## config.mk

```make
export PLATFORM = sky130hd
export DESIGN_NAME = aes128_ctrl
export DESIGN_NICKNAME = d
export VERILOG_FILES = /design/src/hdl/aes128_pkg.sv /design/src/hdl/aes128_ctrl.sv
export SDC_FILE = /design/constraint.sdc
export NUM_CORES = 1
export LEC_CHECK = 0
export BUFFER_PORTS_ARGS = -buffer_cell sky130_fd_sc_hd__buf_2
export CAP_MARGIN = 5
export CORE_UTILIZATION = 48
export CTS_CLUSTER_SIZE = 12
export DETAILED_ROUTE_END_ITERATION = 16
export PLACE_DENSITY_LB_ADDON = 0.15
export SKIP_CTS_REPAIR_TIMING = 1
export SKIP_LAST_GASP = 1
export SLEW_MARGIN = 10
export SYNTH_ARGS = -nofsm -noshare
export SYNTH_HDL_FRONTEND = slang
export SYNTH_SLANG_ARGS = --single-unit
```

## constraint.sdc

```tcl
create_clock -name aclk -period 2.3 [get_ports aclk]
set_input_delay 0.115 -clock aclk [delete_from_list [all_inputs] [get_ports aclk]]
set_output_delay 0.115 -clock aclk [all_outputs]
set_load 0.01 [all_outputs]
```

## src/hdl/aes128_pkg.sv

```systemverilog
// ----------------------------------------------------------------------------
// aes128_pkg
// Shared types, tables and round functions of the AES-128 block cipher core.
// ----------------------------------------------------------------------------
package aes128_pkg;

    localparam int unsigned KEY_REG_W = 64;

    // Configuration register indexes
    localparam logic REG_KEY_HIGH = 1'b0;
    localparam logic REG_KEY_LOW  = 1'b1;

    localparam logic REQ_ENCRYPT = 1'b0;
    localparam logic REQ_DECRYPT = 1'b1;

    localparam logic [3:0] ROUND_FIRST = 4'd1;
    localparam logic [3:0] ROUND_LAST  = 4'd10;
    localparam logic [3:0] ROUND_ZERO  = 4'd0;

    typedef struct packed {
        logic        req_type;
        logic [63:0] block_high;
        logic [63:0] block_low;
    } aes_in_t;

    typedef struct packed {
        logic [63:0] result_high;
        logic [63:0] result_low;
    } aes_out_t;

    // Controller to datapath commands
    typedef struct packed {
        logic       key_wr_high;
        logic       key_wr_low;
        logic       key_load;
        logic       key_step;
        logic       key_save;
        logic       start;
        logic       round_en;
        logic       last;
        logic       dec;
        logic       out_load;
        logic [3:0] rnd;
    } aes_cmd_t;

    localparam logic [2047:0] SBOX_TABLE = {
        128'h637c777bf26b6fc53001672bfed7ab76,
        128'hca82c97dfa5947f0add4a2af9ca472c0,
        128'hb7fd9326363ff7cc34a5e5f171d83115,
        128'h04c723c31896059a071280e2eb27b275,
        128'h09832c1a1b6e5aa0523bd6b329e32f84,
        128'h53d100ed20fcb15b6acbbe394a4c58cf,
        128'hd0efaafb434d338545f9027f503c9fa8,
        128'h51a3408f929d38f5bcb6da2110fff3d2,
        128'hcd0c13ec5f974417c4a77e3d645d1973,
        128'h60814fdc222a908846eeb814de5e0bdb,
        128'he0323a0a4906245cc2d3ac629195e479,
        128'he7c8376d8dd54ea96c56f4ea657aae08,
        128'hba78252e1ca6b4c6e8dd741f4bbd8b8a,
        128'h703eb5664803f60e613557b986c11d9e,
        128'he1f8981169d98e949b1e87e9ce5528df,
        128'h8ca1890dbfe6426841992d0fb054bb16
    };

    localparam logic [2047:0] INV_SBOX_TABLE = {
        128'h52096ad53036a538bf40a39e81f3d7fb,
        128'h7ce339829b2fff87348e4344c4dee9cb,
        128'h547b9432a6c2233dee4c950b42fac34e,
        128'h082ea16628d924b2765ba2496d8bd125,
        128'h72f8f66486689816d4a45ccc5d65b692,
        128'h6c704850fdedb9da5e154657a78d9d84,
        128'h90d8ab008cbcd30af7e45805b8b34506,
        128'hd02c1e8fca3f0f02c1afbd0301138a6b,
        128'h3a9111414f67dcea97f2cfcef0b4e673,
        128'h96ac7422e7ad3585e2f937e81c75df6e,
        128'h47f11a711d29c5896fb7620eaa18be1b,
        128'hfc563e4bc6d279209adbc0fe78cd5af4,
        128'h1fdda8338807c731b11210592780ec5f,
        128'h60517fa919b54a0d2de57a9f93c99cef,
        128'ha0e03b4dae2af5b0c8ebbb3c83539961,
        128'h172b047eba77d626e169146355210c7d
    };

    function automatic logic [7:0] sbox(input logic [7:0] b);
        return SBOX_TABLE[(255 - int'(b)) * 8 +: 8];
    endfunction

    function automatic logic [7:0] inv_sbox(input logic [7:0] b);
        return INV_SBOX_TABLE[(255 - int'(b)) * 8 +: 8];
    endfunction

    function automatic logic [7:0] rcon(input logic [3:0] r);
        logic [7:0] v;
        case (r)
            4'd1:    v = 8'h01;
            4'd2:    v = 8'h02;
            4'd3:    v = 8'h04;
            4'd4:    v = 8'h08;
            4'd5:    v = 8'h10;
            4'd6:    v = 8'h20;
            4'd7:    v = 8'h40;
            4'd8:    v = 8'h80;
            4'd9:    v = 8'h1b;
            4'd10:   v = 8'h36;
            default: v = 8'h00;
        endcase
        return v;
    endfunction

    function automatic logic [7:0] xt(input logic [7:0] x);
        return {x[6:0], 1'b0} ^ (x[7] ? 8'h1b : 8'h00);
    endfunction

    // Multiply by constants of the column mixing matrices
    function automatic logic [7:0] gmul_c(input logic [7:0] a, input logic [3:0] m);
        logic [7:0] a2;
        logic [7:0] a4;
        logic [7:0] a8;
        logic [7:0] v;
        a2 = xt(a);
        a4 = xt(a2);
        a8 = xt(a4);
        case (m)
            4'd1:    v = a;
            4'd2:    v = a2;
            4'd3:    v = a2 ^ a;
            4'd9:    v = a8 ^ a;
            4'd11:   v = a8 ^ a2 ^ a;
            4'd13:   v = a8 ^ a4 ^ a;
            4'd14:   v = a8 ^ a4 ^ a2;
            default: v = 8'h00;
        endcase
        return v;
    endfunction

    function automatic logic [127:0] sub_bytes(input logic [127:0] s, input logic inv);
        logic [127:0] o;
        for (int i = 0; i < 16; i++) begin
            o[127 - 8 * i -: 8] = inv ? inv_sbox(s[127 - 8 * i -: 8])
                                      : sbox(s[127 - 8 * i -: 8]);
        end
        return o;
    endfunction

    function automatic logic [127:0] shift_rows(input logic [127:0] s, input logic inv);
        logic [127:0] o;
        int src;
        for (int c = 0; c < 4; c++) begin
            for (int r = 0; r < 4; r++) begin
                src = inv ? (r + 4 * ((c - r + 4) & 3)) : (r + 4 * ((c + r) & 3));
                o[127 - 8 * (r + 4 * c) -: 8] = s[127 - 8 * src -: 8];
            end
        end
        return o;
    endfunction

    function automatic logic [127:0] mix_columns(input logic [127:0] s, input logic inv);
        logic [127:0] o;
        logic [3:0]   m [4];
        logic [7:0]   v;
        if (inv) begin
            m[0] = 4'd14; m[1] = 4'd11; m[2] = 4'd13; m[3] = 4'd9;
        end else begin
            m[0] = 4'd2;  m[1] = 4'd3;  m[2] = 4'd1;  m[3] = 4'd1;
        end
        for (int c = 0; c < 4; c++) begin
            for (int r = 0; r < 4; r++) begin
                v = 8'h00;
                for (int k = 0; k < 4; k++) begin
                    v = v ^ gmul_c(s[127 - 8 * (k + 4 * c) -: 8], m[(k - r + 4) & 3]);
                end
                o[127 - 8 * (r + 4 * c) -: 8] = v;
            end
        end
        return o;
    endfunction

    function automatic logic [31:0] key_g(input logic [31:0] w, input logic [7:0] rc);
        logic [31:0] t;
        t = {w[23:0], w[31:24]};
        return {sbox(t[31:24]) ^ rc, sbox(t[23:16]), sbox(t[15:8]), sbox(t[7:0])};
    endfunction

    function automatic logic [127:0] key_next(input logic [127:0] k, input logic [3:0] r);
        logic [31:0] n0;
        logic [31:0] n1;
        logic [31:0] n2;
        logic [31:0] n3;
        n0 = k[127:96] ^ key_g(k[31:0], rcon(r));
        n1 = k[95:64] ^ n0;
        n2 = k[63:32] ^ n1;
        n3 = k[31:0] ^ n2;
        return {n0, n1, n2, n3};
    endfunction

    // Step back from round key r to round key r-1
    function automatic logic [127:0] key_prev(input logic [127:0] k, input logic [3:0] r);
        logic [31:0] p0;
        logic [31:0] p1;
        logic [31:0] p2;
        logic [31:0] p3;
        p3 = k[31:0] ^ k[63:32];
        p2 = k[63:32] ^ k[95:64];
        p1 = k[95:64] ^ k[127:96];
        p0 = k[127:96] ^ key_g(p3, rcon(r));
        return {p0, p1, p2, p3};
    endfunction

endpackage

```

## src/hdl/aes128_ctrl.sv

```systemverilog
// ----------------------------------------------------------------------------
// aes128_ctrl
// Sequencer for key expansion, cipher rounds and the result handshake.
// ----------------------------------------------------------------------------
module aes128_ctrl (
    input  logic                 aclk,
    input  logic                 aresetn,
    input  logic                 cfg_wr_en,
    input  logic                 cfg_index,
    input  logic                 s_valid,
    output logic                 s_ready,
    input  logic                 s_req_type,
    output logic                 m_valid,
    input  logic                 m_ready,
    output aes128_pkg::aes_cmd_t cmd
);

    typedef enum logic [1:0] {
        ST_KINIT,
        ST_KEXP,
        ST_IDLE,
        ST_RUN
    } state_t;

    state_t     state_reg;
    state_t     state_next;
    logic [3:0] cnt_reg;
    logic [3:0] cnt_next;
    logic       dec_reg;
    logic       dec_next;
    logic       m_valid_reg;
    logic       m_valid_next;
    logic       cfg_hit;

    assign cfg_hit = cfg_wr_en;
    // hold off requests at the edge of a key write
    assign s_ready = (state_reg == ST_IDLE) && !cfg_wr_en;
    assign m_valid = m_valid_reg;

    always_comb begin
        cmd          = '0;
        state_next   = state_reg;
        cnt_next     = cnt_reg;
        dec_next     = dec_reg;
        cmd.dec      = dec_reg;
        cmd.key_wr_high = cfg_wr_en && (cfg_index == aes128_pkg::REG_KEY_HIGH);
        cmd.key_wr_low  = cfg_wr_en && (cfg_index == aes128_pkg::REG_KEY_LOW);

        unique case (state_reg)
            ST_KINIT: begin
                cmd.key_load = 1'b1;
                cnt_next     = aes128_pkg::ROUND_FIRST;
                state_next   = ST_KEXP;
            end
            ST_KEXP: begin
                cmd.key_step = 1'b1;
                cmd.rnd      = cnt_reg;
                cnt_next     = cnt_reg + 4'd1;
                if (cnt_reg == aes128_pkg::ROUND_LAST) begin
                    cmd.key_save = 1'b1;
                    state_next   = ST_IDLE;
                end
            end
            ST_IDLE: begin
                if (s_valid) begin
                    cmd.start  = 1'b1;
                    dec_next   = s_req_type;
                    cnt_next   = (s_req_type == aes128_pkg::REQ_DECRYPT) ? 4'd9
                                                                         : aes128_pkg::ROUND_FIRST;
                    state_next = ST_RUN;
                end
            end
            ST_RUN: begin
                cmd.last = dec_reg ? (cnt_reg == aes128_pkg::ROUND_ZERO)
                                   : (cnt_reg == aes128_pkg::ROUND_LAST);
                cmd.rnd  = dec_reg ? cnt_reg : cnt_reg + 4'd1;
                // hold the final round until the result slot is free
                if (!cmd.last || !m_valid_reg || m_ready) begin
                    cmd.round_en = 1'b1;
                    cnt_next     = dec_reg ? cnt_reg - 4'd1 : cnt_reg + 4'd1;
                    if (cmd.last) begin
                        cmd.out_load = 1'b1;
                        state_next   = ST_IDLE;
                    end
                end
            end
            default: begin
                state_next = ST_KINIT;
            end
        endcase

        // a new key restarts the expansion
        if (cfg_hit) begin
            state_next = ST_KINIT;
        end

        m_valid_next = m_valid_reg;
        if (cmd.out_load) begin
            m_valid_next = 1'b1;
        end else if (m_ready) begin
            m_valid_next = 1'b0;
        end
    end

    always_ff @(posedge aclk) begin
        if (!aresetn) begin
            state_reg   <= ST_KINIT;
            cnt_reg     <= '0;
            dec_reg     <= 1'b0;
            m_valid_reg <= 1'b0;
        end else begin
            state_reg   <= state_next;
            cnt_reg     <= cnt_next;
            dec_reg     <= dec_next;
            m_valid_reg <= m_valid_next;
        end
    end

    a_cfg_restarts: assert property (@(posedge aclk) disable iff (!aresetn)
        cfg_wr_en |=> !s_ready)
        else $error("key write did not restart expansion");

    a_accept_busy: assert property (@(posedge aclk) disable iff (!aresetn)
        (s_valid && s_ready && !cfg_wr_en) |=> (state_reg == ST_RUN))
        else $error("accepted request did not start rounds");

    a_cnt_range: assert property (@(posedge aclk) disable iff (!aresetn)
        (state_reg == ST_RUN) |-> (cnt_reg <= aes128_pkg::ROUND_LAST))
        else $error("round counter out of range");

    a_no_overwrite: assert property (@(posedge aclk) disable iff (!aresetn)
        cmd.out_load |-> (!m_valid_reg || m_ready))
        else $error("result overwritten before taken");

endmodule

```

### Yosys cells after proc, flatten, opt, wreduce, memory -nomap -nowiden

Cells that the tools add are included.
W data, S select, Z words.

* $lt $le $gt $ge: 0
* $mul: 0
* reductions and logical operators: 15
* divide/modulo/power cells: 0
* bitwise logic cells: 2
* shift operators: 0
* multiplexer cells: 25
* equality and inequality tests: 8
* add/subtract/negate cells: 2

Operators with widths (number)
* $mux W4: 5
* $pmux W4 S4: 1
* $mux W2: 6
* $mux W1: 11
* $ne A2 B2 Y1 const B: 4
* $pmux W2 S4: 1
* $pmux W4 S2: 1
* $add A4 B1 Y4 const B: 1
* $eq A2 B2 Y1 const B: 2
* $eq A4 B4 Y1 const B: 1
* $logic_not A4 Y1: 1
* $reduce_and A2 Y1: 2
* $reduce_and A4 Y1: 1
* $sub A4 B1 Y4 const B: 1
* $logic_and A1 B1 Y1: 3
* $logic_not A1 Y1: 3
* $eq A2 B1 Y1 const B: 1
* $logic_not A2 Y1: 1
* $logic_or A1 B1 Y1: 2
* $not A1 Y1: 2
* $reduce_bool A2 Y1: 1
* $reduce_or A2 Y1: 1

* memories kept: 0
* bits in writable memories: 0
* bits of input ports: 7
* output and inout port bits: 16
* register bits: 8
* bits in read-only memories: 0
* logic and storage cells: 56
* bits in latches: 0

### Depth between registers and ports, before layout

* depth in word-level cells: 8
* mapped depth: 7
* depth with buffers taken out: 7

### Worst setup path before layout

No wires, ideal clock.

* path type: reg2reg
* start: register cnt_reg[0]
* end: register cnt_reg[0]
* setup slack: 735 ps
* stages on the path, launching flop included: 7
* data arrival time: 1449 ps
* path buffers: 0
* library setup time: 116 ps
* path through: dfxtp_1 -> inv_1 -> ha_1 -> nand3b_1 -> a211oi_2 -> a31oi_1 -> a31o_1

* longest elaborated chain between the ends: 7

RTL lines
* start, declared: RTL line aes128_ctrl.sv:27 `logic [3:0] cnt_reg;`
* start signal, assigned: RTL line aes128_ctrl.sv:113 `cnt_reg <= cnt_next;`
* parallel branches: the longest is 7 deep, another holds $add A4 B1 Y4

Parallel ways; which one is timed is not known. The select of a mux whose other input is x is not followed.
A chain may end at the register's enable or synchronous reset.

==> key figures <==
Status
  – Status: finished, final reports clean

Timing
  – RSZ-0062 raised after global routing: no
  – Fmax: 531.4 MHz
  – Worst Tran Pin Value: 493.0 ps
  – Setup WS post-layout: 418.2 ps
  – Final worst-path cycle share: 81.82%
  – Max Slew Vio Count: 0
  – Relative slew margins: 67.09%
  – Final setup vio count: 0
  – Final hold vios: 0
  – TNS Setup: 0 ps
  – Fin crit period: 1882 ps
  – Clock Skews: 4.181 ps

Place
  – Post-DP HPWL: 1140 um
  – Setup WS pre-CTS: 574.4 ps
  – I/O Buffers: 22
  – Gpl congestion: 0.8878

Layout
  – Area Overhead vs Synth: 17.95%
  – Largest register FFs: 4
  – Antenna diodes: 0
  – Final net count: 123
  – Share of cells above drive strength 1: 27.27%

Die
  – Die W: 39.73 um
  – Die Y-Extent: 39.73 um
  – FP Rows: 13
  – DIE AREA: 1578 um^2
  – Ports: 23
  – CORE AREA: 1318 um^2
  – Starting Density: 51.85%

Power
  – Lkg Pwr: 0.3551 nW
  – P_sw: 0.08421 mW
  – Int Pwr: 0.2270 mW
  – Sequential share of power: 48.2%
  – Sw frac: 27.06%
  – Max VDD drop: 249.2 uV
  – PD cells: 386.2 nW/um^2
  – Clock power frac: 34.8%
  – Logic pwr share: 17.0%

Global routing
  – Largest net degree at the start of global routing: 17
  – First-pass GRT wire length: 2339 um
  – Vias in the first global route: 525
  – Grt ovf: 0
  – Initial antenna violation count: 0
  – Gr usage total: 22.52%

Critical path
  – R2r setup slk: 550 ps
  – Reg2reg path depth: 6
  – Reg-to-Reg End: cnt_reg[0]$_SDFFE_PN0P_
  – Crit path DAT: 1770 ps
  – Crit start category: flop
  – CP required: 2180 ps
  – Worst-path maximum fanout: 14
  – Crit path largest cell delay: 580 ps
  – Critical path class: reg2out
  – Crit-path cells: nor2b_1 > nand2_1 > xnor2_1 > and2_1 > buf_2
  – Reg-to-reg startpoint: cnt_reg[0]$_SDFFE_PN0P_
  – Slowest cell on the critical path: dfxtp_1
  – Worst setup EP type: primary output

Synthesis
  – Syn Inst Count: 90
  – Register area share after synthesis: 23.44%
  – Netlist cell types: 32
  – Net Count, Synth: 101
  – Ys Warns: 0
  – Mean Syn Cell Area: 7.591 um^2
  – FF+latch count, synth: 8
  – Post-Syn Area: 683.2 um^2

Worst hold path
  – Hold path endpoint: state_reg[0]$_SDFFE_PP0P_
  – Hold crit path type: in2reg
  – Hold Path Depth: 2
  – Hold Path Origin: cfg_wr_en

Job
  – Max-cap violations: 0

Route
  – Wire length on met3: 89 um
  – Routed Wire Length: 1497 um
  – DR DRC count: 0
  – DRT Pass-1 Iters: 4
  – Routed metal-1 wire length: 727 um
  – Met2 WL post-DR: 668 um
  – DR WL/cell: 11.98 um
  – Via count: 680
  – Antenna-violating nets left: 0
  – Vias/cell: 5.440
  – DR iter-0 viols: 18
  – Uppermost layer routed: met4

CTS
  – Worst-Skew Late Latency: 260 ps
  – TritonCTS Buffers: 3
  – Max clock buf depth: 2
  – Clock-pin slew on the worst setup and hold paths: 50 ps
  – CTS root buf: clkbuf_4
  – H-tree depth: 1
  – CTS tree: done
  – Clock tree sinks: 8
worst max-delay path by stage:
stage          depth (start not counted)  slack [ps]                      start                 endpoint
3_3_place_gp                           6         630    cnt_reg[0]$_SDFFE_PN0P_  cnt_reg[0]$_SDFFE_PN0P_
5_1_grt                                5         270  state_reg[1]$_SDFFE_PP0P_                   cmd[2]
3_5_place_dp                           6         570    cnt_reg[0]$_SDFFE_PN0P_  cnt_reg[0]$_SDFFE_PN0P_
6_report                               5         420  state_reg[1]$_SDFFE_PP0P_                   cmd[2]
2_1_floorplan                          6         740    cnt_reg[0]$_SDFFE_PN0P_  cnt_reg[0]$_SDFFE_PN0P_
4_1_cts                                5         420  state_reg[1]$_SDFFE_PP0P_                   cmd[2]
cell families (layout without fill, tap and decap cells):
| logic type | after synthesis | in the layout | share of synthesized area [%] |
|---|---|---|---|
| compound gates | 19 | 19 | 21.98 |
| flops | 8 | 8 | 23.44 |
| simple gates | 42 | 42 | 30.22 |
| mux | 2 | 2 | 2.931 |
| fa+ha+maj | 4 | 4 | 7.326 |
| buf+inv | 9 | 29 | 6.408 |
| xor+xnor | 6 | 6 | 7.692 |
power groups by stage:
stage	clock network, mW	registers, mW	logic, mW
global route	0.120	0.151	0.0595
detailed placement	0	0.153	0.0528
global placement	0	0.153	0.0521
finish	0.108	0.150	0.0529
CTS	0.110	0.150	0.0534
floorplan	0	0.150	0.0372
cells in the final DEF, fill, tap and decap left out, types with 4 or more instances in the layout:
master   count
xnor2_1      4
nor2b_1      5
ha_1         4
and2_1       5
a21oi_1      5
nor2_1      13
buf_2       22
inv_1        4
dfxtp_1      8
nand2_1      8
per-layer routing:
layer,GRT usage [%],vias to the layer above
li1,-,348
met2,34.02,24
met1,29.57,306
met5,0,-
met4,7.759,0
met3,6.818,2
critical path: cells and delay by family, from the launching register on:
kind          cells  cell delay [ps]
buf+inv           1              130
simple gates      3              670
flops             1              580
xor+xnor          1              130
layout make-up:
type / instances / area (um^2)
Tap cell: 15 / 18.77
Multi-Input combinational cell: 73 / 479.2
Timing Repair Buffer: 22 / 110.1
Fill cell: 132 / 511.7
Clock buffer: 3 / 22.52
Sequential cell: 8 / 160.2
Inverter: 4 / 15.01
through the flow:
step / util, % / area, um^2 / total power, mW / instances / hold WS, ps
floorplan: - / 683.2 / 0.1868 / 90 / 191.8
global placement: 59.45 / 783.3 / 0.2047 / 122 / 336.9
detailed placement: 59.45 / 783.3 / 0.2056 / 122 / 336.0
CTS: 61.16 / 805.8 / 0.3129 / 125 / 72.58
global route: 61.16 / 805.8 / 0.3314 / 125 / 85.27
finish: 61.16 / 805.8 / 0.3112 / 125 / 73.47
cell usage after synthesis (all sizes together):
| cell type | count | area (um^2) |
|---|---|---|
| nand3 | 2 | 10.01 |
| a211oi | 2 | 25.02 |
| a21oi | 5 | 25.02 |
| nor2b | 5 | 31.28 |
| o31ai | 1 | 7.510 |
| o22ai | 2 | 12.51 |
| mux2i | 2 | 20.02 |
| nand2 | 9 | 36.29 |
| inv | 4 | 15.01 |
| xor2 | 2 | 17.52 |
| buf | 4 | 25.02 |
| nand2b | 2 | 12.51 |
| dfxtp | 8 | 160.2 |
| xnor2 | 4 | 35.03 |
| a22oi | 1 | 7.510 |
| nor3 | 3 | 15.01 |
| and2 | 5 | 31.28 |
| a31oi | 1 | 6.260 |
| nand3b | 2 | 15.01 |
| and3 | 1 | 6.260 |
| o32ai | 2 | 25.03 |
| o2111ai | 1 | 8.760 |
| o21ai | 1 | 5.000 |
| a31o | 1 | 8.760 |
| clkbuf | 1 | 3.750 |
| a2111oi | 1 | 10.01 |
| nor2 | 13 | 48.80 |
| a21o | 1 | 8.760 |
| ha | 4 | 50.05 |
(Power assumes the default switching activity.)
